`config.mk`:
```
export PLATFORM = sky130hd
export DESIGN_NAME = crc16_xmodem_frame_trailer_unit
export DESIGN_NICKNAME = d
export VERILOG_FILES = /design/src/hdl/cxft_pkg.sv /design/src/hdl/crc16_xmodem_frame_trailer_unit.sv /design/src/hdl/cxft_crc_stage.sv /design/src/hdl/cxft_trailer_stage.sv
export SDC_FILE = /design/constraint.sdc
export NUM_CORES = 1
export LEC_CHECK = 0
export ABC_CLOCK_PERIOD_IN_PS = 2400
export BUFFER_PORTS_ARGS = -buffer_cell sky130_fd_sc_hd__buf_2
export CORE_ASPECT_RATIO = 1.4
export CORE_MARGIN = 2
export CORE_UTILIZATION = 48
export DETAILED_ROUTE_END_ITERATION = 8
export PLACE_DENSITY_LB_ADDON = 0.2
export SYNTH_ARGS = -nofsm -noshare
export SYNTH_HDL_FRONTEND = slang
export SYNTH_SLANG_ARGS = --single-unit
```
`constraint.sdc`:
```
create_clock -name clock -period 2.4 [get_ports clock]
set_clock_uncertainty 0.2 [all_clocks]
set_input_delay 0 -clock clock [delete_from_list [all_inputs] [get_ports clock]]
set_output_delay 0 -clock clock [all_outputs]
set_load 0.01 [all_outputs]
```
`src/hdl/cxft_pkg.sv`:
```
// Package for the CRC-16/XMODEM frame trailer unit.
// Holds the word types, the nibble table and the CRC and delimiter helpers.
// No dependencies.
package cxft_pkg;

   localparam logic [15:0] CRC_POLY = 16'h1021;
   localparam logic [7:0]  CR_CHAR  = 8'h0D;
   localparam logic [7:0]  DELIM_PAREN = 8'h28;
   localparam logic [7:0]  DELIM_CR    = 8'h0D;
   localparam logic [7:0]  DELIM_LF    = 8'h0A;
   localparam logic [3:0]  NIB_MASK    = 4'hF;

   typedef struct packed {
      logic [7:0] data_byte;
      logic       last_byte;
   } req_word_type;

   typedef struct packed {
      logic [7:0]  crc_high;
      logic [7:0]  crc_low;
      logic [7:0]  end_char;
      logic [15:0] raw_crc;
   } rsp_word_type;

   // handed from the CRC stage to the trailer stage
   typedef struct packed {
      logic        valid;
      logic [15:0] crc;
   } frame_end_type;

   // 16-entry nibble table of polynomial 0x1021
   function automatic logic [15:0] nib_table(input logic [3:0] idx);
      logic [15:0] r;
      begin
         case (idx)
            4'h0: r = 16'h0000;
            4'h1: r = 16'h1021;
            4'h2: r = 16'h2042;
            4'h3: r = 16'h3063;
            4'h4: r = 16'h4084;
            4'h5: r = 16'h50a5;
            4'h6: r = 16'h60c6;
            4'h7: r = 16'h70e7;
            4'h8: r = 16'h8108;
            4'h9: r = 16'h9129;
            4'hA: r = 16'ha14a;
            4'hB: r = 16'hb16b;
            4'hC: r = 16'hc18c;
            4'hD: r = 16'hd1ad;
            4'hE: r = 16'he1ce;
            4'hF: r = 16'hf1ef;
            default: r = 16'h0000;
         endcase
         return r;
      end
   endfunction

   function automatic logic [15:0] nibble_step(input logic [15:0] crc, input logic [3:0] nib);
      logic [3:0] idx;
      begin
         idx = (crc[15:12] ^ nib) & NIB_MASK;
         return {crc[11:0], 4'h0} ^ nib_table(idx);
      end
   endfunction

   // high nibble first
   function automatic logic [15:0] byte_step(input logic [15:0] crc, input logic [7:0] b);
      begin
         return nibble_step(nibble_step(crc, b[7:4]), b[3:0]);
      end
   endfunction

   function automatic logic [7:0] avoid_delim(input logic [7:0] b);
      begin
         if (b == DELIM_PAREN || b == DELIM_CR || b == DELIM_LF) begin
            return b + 8'd1;
         end
         return b;
      end
   endfunction

endpackage

```
`src/hdl/crc16_xmodem_frame_trailer_unit.sv`:
```
// Top level of the CRC-16/XMODEM frame trailer unit.
// Instantiates cxft_crc_stage and cxft_trailer_stage; uses cxft_pkg.
//
// Takes one payload byte per cycle when not stalled, each with a last-byte
// mark, and keeps a running CRC-16 (poly 0x1021, init 0, no reflection, no
// final xor). The word that carries the mark gives one result word: high and
// low CRC bytes, each bumped by one if it equals 0x28, 0x0D or 0x0A, a
// carriage return and the raw CRC; the CRC then restarts at zero. Throughput
// is one byte per cycle when not stalled, set by the two-nibble table update
// between the input register and the CRC register. A last byte waits in the
// input register until the result register has room, which then loads the
// result. While the result register is held by rsp_stall, plain bytes keep
// flowing and only the next last byte waits, stalling the input behind it.
module crc16_xmodem_frame_trailer_unit (
   input  logic                   clock,
   input  logic                   reset,
   input  logic                   req_valid,
   output logic                   req_stall,
   input  cxft_pkg::req_word_type req_word,
   output logic                   rsp_valid,
   input  logic                   rsp_stall,
   output cxft_pkg::rsp_word_type rsp_word
);

   cxft_pkg::frame_end_type frame_end;
   logic                    out_free;

   cxft_crc_stage u_crc (
      .clock     (clock),
      .reset     (reset),
      .req_valid (req_valid),
      .req_stall (req_stall),
      .req_word  (req_word),
      .out_free  (out_free),
      .frame_end (frame_end)
   );

   cxft_trailer_stage u_trailer (
      .clock     (clock),
      .reset     (reset),
      .frame_end (frame_end),
      .out_free  (out_free),
      .rsp_valid (rsp_valid),
      .rsp_stall (rsp_stall),
      .rsp_word  (rsp_word)
   );

`ifndef SYNTHESIS
   // a finished frame never overwrites a result still waiting
   a_no_overwrite: assert property (@(posedge clock) disable iff (reset)
      frame_end.valid |-> out_free)
      else $error("frame end while result register busy");

   a_new_result_from_frame: assert property (@(posedge clock) disable iff (reset)
      $rose(rsp_valid) |-> $past(frame_end.valid))
      else $error("result word without a frame end");

   a_no_delim_high: assert property (@(posedge clock) disable iff (reset)
      rsp_valid |-> (rsp_word.crc_high != cxft_pkg::DELIM_PAREN &&
                     rsp_word.crc_high != cxft_pkg::DELIM_CR &&
                     rsp_word.crc_high != cxft_pkg::DELIM_LF))
      else $error("delimiter in high CRC byte");

   a_low_matches_raw: assert property (@(posedge clock) disable iff (reset)
      rsp_valid |-> rsp_word.crc_low == cxft_pkg::avoid_delim(rsp_word.raw_crc[7:0]))
      else $error("low CRC byte does not follow raw CRC");
`endif

endmodule

```
`src/hdl/cxft_crc_stage.sv`:
```
// Input register and running CRC register of the frame trailer unit.
// Folds one byte per cycle into the CRC when not stalled; uses cxft_pkg.
module cxft_crc_stage (
   input  logic                  clock,
   input  logic                  reset,
   input  logic                  req_valid,
   output logic                  req_stall,
   input  cxft_pkg::req_word_type req_word,
   input  logic                  out_free,
   output cxft_pkg::frame_end_type frame_end
);

   logic                   in_valid_ff, in_valid_in;
   cxft_pkg::req_word_type in_word_ff, in_word_in;
   logic [15:0]            crc_ff, crc_in;
   logic [15:0]            crc_next;
   logic                   move;
   logic                   accept;

   assign crc_next = cxft_pkg::byte_step(crc_ff, in_word_ff.data_byte);

   // plain bytes always move on; the last byte needs room in the result register
   assign move      = in_valid_ff && (!in_word_ff.last_byte || out_free);
   assign req_stall = in_valid_ff && !move;
   assign accept    = req_valid && !req_stall;

   always_comb begin
      in_valid_in = in_valid_ff;
      in_word_in  = in_word_ff;
      crc_in      = crc_ff;
      if (move) begin
         in_valid_in = 1'b0;
         crc_in      = in_word_ff.last_byte ? 16'h0000 : crc_next;
      end
      if (accept) begin
         in_valid_in = 1'b1;
         in_word_in  = req_word;
      end
   end

   always_ff @(posedge clock) begin
      if (reset) begin
         in_valid_ff <= 1'b0;
         crc_ff      <= 16'h0000;
      end else begin
         in_valid_ff <= in_valid_in;
         crc_ff      <= crc_in;
      end
      in_word_ff <= in_word_in;
   end

   assign frame_end.valid = move && in_word_ff.last_byte;
   assign frame_end.crc   = crc_next;

endmodule

```
`src/hdl/cxft_trailer_stage.sv`:
```
// Result register of the frame trailer unit: delimiter avoidance on the CRC
// bytes and the carriage return. Uses cxft_pkg.
module cxft_trailer_stage (
   input  logic                    clock,
   input  logic                    reset,
   input  cxft_pkg::frame_end_type frame_end,
   output logic                    out_free,
   output logic                    rsp_valid,
   input  logic                    rsp_stall,
   output cxft_pkg::rsp_word_type  rsp_word
);

   logic                   out_valid_ff, out_valid_in;
   cxft_pkg::rsp_word_type out_word_ff, out_word_in;

   assign out_free = !out_valid_ff || !rsp_stall;

   always_comb begin
      out_valid_in = out_valid_ff && rsp_stall;
      out_word_in  = out_word_ff;
      if (frame_end.valid) begin
         out_valid_in         = 1'b1;
         out_word_in.crc_high = cxft_pkg::avoid_delim(frame_end.crc[15:8]);
         out_word_in.crc_low  = cxft_pkg::avoid_delim(frame_end.crc[7:0]);
         out_word_in.end_char = cxft_pkg::CR_CHAR;
         out_word_in.raw_crc  = frame_end.crc;
      end
   end

   always_ff @(posedge clock) begin
      if (reset) begin
         out_valid_ff <= 1'b0;
      end else begin
         out_valid_ff <= out_valid_in;
      end
      out_word_ff <= out_word_in;
   end

   assign rsp_valid = out_valid_ff;
   assign rsp_word  = out_word_ff;

endmodule
```
==> PnR_summary.wiki <==
{| class="wikitable"
! Metric !! Value
|-
| First-iteration detailed-routing DRC count || 82
|-
| Final HPWL DP || 3190 um
|-
| Wire length per cell || 15.0 um
|-
| Syn avg cell area || 14.6 um^2
|-
| Worst r2r path cells || 5
|-
| WP data required || 2270 ps
|-
| Final weighted congestion of routability-driven global placement || 0.750
|-
| Total power draw || 2.43 mW
|-
| Number of cells in the design after placement || 294
|-
| Synthesis-to-finish area growth || 25.9%
|-
| Count of buffers from port buffering || 46
|-
| Post-synth EDFFs || 41
|-
| Cell Rows || 31
|-
| Overflow left after global routing || 0
|-
| Die height || 90.9 um
|-
| Root buf cell || sky130_fd_sc_hd__clkbuf_8
|-
| Crit Path Category || flip-flop to flip-flop
|-
| Post-synthesis adder-cell area fraction || 0%
|-
| Pre-CTS setup slack || 94.6 ps
|-
| Initial antenna violation count || 0
|-
| Number of global-route vias before repair || 1663
|-
| Fraction of registers with async set or reset after synthesis || 0%
|-
| Depth of the worst hold-timing path || 2
|-
| Setup TNS Final || 0 ps
|-
| Endpoints failing hold || 0
|-
| Setup slack, reg-to-reg || 110 ps
|-
| Post-synthesis sequential area ratio || 61.5%
|-
| Hold WC Path Type || primary input to flip-flop
|-
| Combinational cell fraction of total power || 18.1%
|-
| Family of cells with the greatest summed delay on the critical path || compound AO/OA/AOI/OAI gates
|-
| Top flip-flop cell by instance count after synthesis || sky130_fd_sc_hd__edfxtp_1
|-
| Die width || 66.0 um
|-
| Total DRC errors in the routed layout || 0
|-
| Post-synth design cell area || 2590 um^2
|-
| Static leakage power || 1.35 nW
|-
| Post-synthesis compound-gate area fraction || 7.35%
|-
| PD cells || 746 nW/um^2
|-
| Effective utilization at floorplan || 49.8%
|-
| Post-synthesis cell type count || 31
|-
| Worst reg2reg path endpoint || u_trailer.rsp_word[32]
|-
| Period utilisation layout || 95.3%
|-
| Vias per inst || 4.99
|-
| Ordered list of cells on the worst path || xnor3_1, or3_2, a211o_1, o31ai_2, a2bb2oi_1
|-
| Sequential power share || 49.4%
|-
| Share of layout cells above drive strength 1 || 31.8%
|-
| Switching share of power || 25.1%
|-
| Proportion of power drawn by the clock network || 32.5%
|-
| Net switching component of the power || 610 uW
|-
| Wire length of the first global-routing pass || 7820 um
|-
| Tmin final || 2290 ps
|-
| Max stage delay on crit path || 420 ps
|-
| Worst Setup End Kind || flip-flop
|-
| Via count || 1616
|-
| Pin count of the biggest net entering global routing || 34
|-
| RSZ-0062 raised after global routing || false
|-
| Worst-case clock buffer depth || 2
|-
| Clock latency on the worst-skew pair || 340 ps
|-
| Overall Global Routing Usage || 18.2%
|-
| Clock-pin slew on the worst setup and hold paths || 70 ps
|-
| Antenna diodes || 0
|-
| Critical Path AT || 2160 ps
|-
| Global-route track usage on met2 || 31.0%
|-
| Outcome || finished, final reports clean
|-
| Slew margin rel. || 60.8%
|-
| Total wire length || 4880 um
|-
| Fraction of synthesized area in multiplexers || 0.387%
|-
| Synth Instances || 177
|-
| Final setup vio count || 0
|-
| Number of clock sinks || 59
|-
| Critical path startpoint category || flip-flop
|-
| Fmax || 0.437 GHz
|-
| Post-CTS repair timing setup buffer count || 0
|-
| Number of max-capacitance violations reported || 0
|-
| Worst hold path startpoint || req_word[4]
|-
| Post-layout nets || 266
|-
| Buffers plus inverters on the worst setup path || 0
|-
| Met3 Use GR || 4.74%
|-
| #FFs+latches synth || 59
|-
| Antenna Nets Post-Route || 0
|-
| Reg2reg start || u_crc.crc_ff[10]
|-
| Worst IR drop on VDD || 0.000412 V
|-
| Largest family of logic cells by synthesized area || XOR/XNOR gates
|-
| Simple logic cell fraction of the synthesized area || 5.22%
|-
| GR met1 Demand/Resource || 20.1%
|-
| Die Footprint || 6000 um^2
|-
| Total count of max-transition violations in the final report || 0
|-
| TritonCTS clock tree || done
|-
| Most used routing layer in global routing || met2
|-
| Worst Hold Path EP || u_crc.in_word_ff[4]
|-
| Top-Level Pins || 55
|-
| Total number of H-tree levels || 3
|-
| Worst-Margin Slew || 587 ps
|-
| Post-route insts no fill || 324
|-
| Largest driver fanout on the critical path || 3
|-
| Core area || 5200 um^2
|-
| Internal power || 1.82 mW
|-
| TritonCTS buffer count || 9
|-
| CP max stage cell || sky130_fd_sc_hd__xnor3_1
|-
| Iteration count of the initial detailed-routing pass || 4
|-
| Synth warn || 0
|-
| Synth Area in XOR/XNOR || 21.1%
|-
| Worst path setup slack after routing || 112 ps
|}
[logic make-up (layout without fill, tap and decap cells)]
family | after synthesis | after routing
AOI/OAI and AO/OA | 27 | 27
xor gates and xnor gates | 37 | 37
buffers and inverters | 20 | 95
DFF | 59 | 59
muxes | 1 | 1
other | 2 | 8
and+or+nand+nor | 31 | 31
[cells in the final DEF (no fill, tap or decap), types with 2 or more instances in the layout]
cell type / count
sky130_fd_sc_hd__buf_2: 46
sky130_fd_sc_hd__edfxtp_1: 41
sky130_fd_sc_hd__nor2_1: 21
sky130_fd_sc_hd__dfxtp_1: 18
sky130_fd_sc_hd__xnor2_1: 15
sky130_fd_sc_hd__a22oi_1: 15
sky130_fd_sc_hd__dlygate4sd3_1: 14
sky130_fd_sc_hd__buf_4: 13
sky130_fd_sc_hd__clkbuf_8: 11
sky130_fd_sc_hd__conb_1: 8
sky130_fd_sc_hd__xor2_1: 7
sky130_fd_sc_hd__a21oi_1: 7
sky130_fd_sc_hd__inv_1: 6
sky130_fd_sc_hd__xor3_1: 5
sky130_fd_sc_hd__xnor3_1: 5
sky130_fd_sc_hd__nand3_1: 3
sky130_fd_sc_hd__nand2_1: 2
sky130_fd_sc_hd__clkinv_2: 2
sky130_fd_sc_hd__clkbuf_1: 2
[Yosys cell counts (all sizes together), types with 2 or more instances]
library cell	n	area, um^2
a21oi	7	35.0
a22oi	15	113
buf	9	65.1
clkbuf	5	18.8
conb	2	7.51
dfxtp	18	360
edfxtp	41	1230
inv	6	22.5
nand2	2	7.51
nand3	3	15.0
nor2	22	82.6
xnor2	17	175
xnor3	7	163
xor2	8	88.8
xor3	5	119
[power by group through the flow]
stage                     logic (mW)  clock network, mW  registers (mW)
after global placement         0.414                  0            1.22
after global routing           0.478              0.854            1.20
after CTS                      0.440              0.807            1.20
final                          0.440              0.790            1.20
after detailed placement       0.420                  0            1.22
after floorplan                0.287                  0            1.23
[flip-flops by register name, indices dropped and copies added (netlist names)]
signal and cells:
u_crc.crc_ff 16, u_crc.in_valid_ff 1, u_crc.in_word_ff 9, u_trailer.rsp_valid 1, u_trailer.rsp_word 32
[stage by stage]
stage,instance area (um^2),hold slack (ps),utilization [%]
finish,3260,175,62.6
floorplan,2610,-101,-
detailed placement,2940,-21.9,56.5
global route,3260,184,62.6
global placement,2940,-23.8,56.5
CTS,3250,157,62.5
[area by class of cell]
type,instances,area (um^2)
Clock buffer,13,159
Clock inverter,3,13.8
Fill cell,423,1940
Inverter,6,22.5
Multi-Input combinational cell,104,918
Sequential cell,59,1590
Tap cell,66,82.6
Timing Repair Buffer,73,468
[what timing repair did]
item                                    4_1_cts  5_1_grt
endpoints found under the hold margin        28        0
endpoints found under the setup margin        0        1
hold buffers                                 14        0
gates resized for setup                       0        1
[worst max path at each step]
stage | startpoint | end | cells past startpoint
floorplan | u_crc.crc_ff[10] | u_trailer.rsp_word[32] | 5
global placement | u_crc.in_word_ff[7] | u_trailer.rsp_word[32] | 6
detailed placement | u_crc.crc_ff[10] | u_trailer.rsp_word[32] | 5
CTS | u_crc.crc_ff[10] | u_trailer.rsp_word[32] | 5
global route | u_crc.crc_ff[10] | u_trailer.rsp_word[32] | 5
finish | u_crc.crc_ff[10] | u_trailer.rsp_word[32] | 5
[layer usage]
metal / part of all wire (%) / vias to the layer above / wire [um]
li1: - / 774 / -
met1: 41 / 787 / 1980
met2: 53 / 45 / 2590
met3: 3.8 / 10 / 184
met4: 2.5 / 0 / 121
met5: 0 / - / 0
Note: power is estimated with default switching activity, not from simulation.
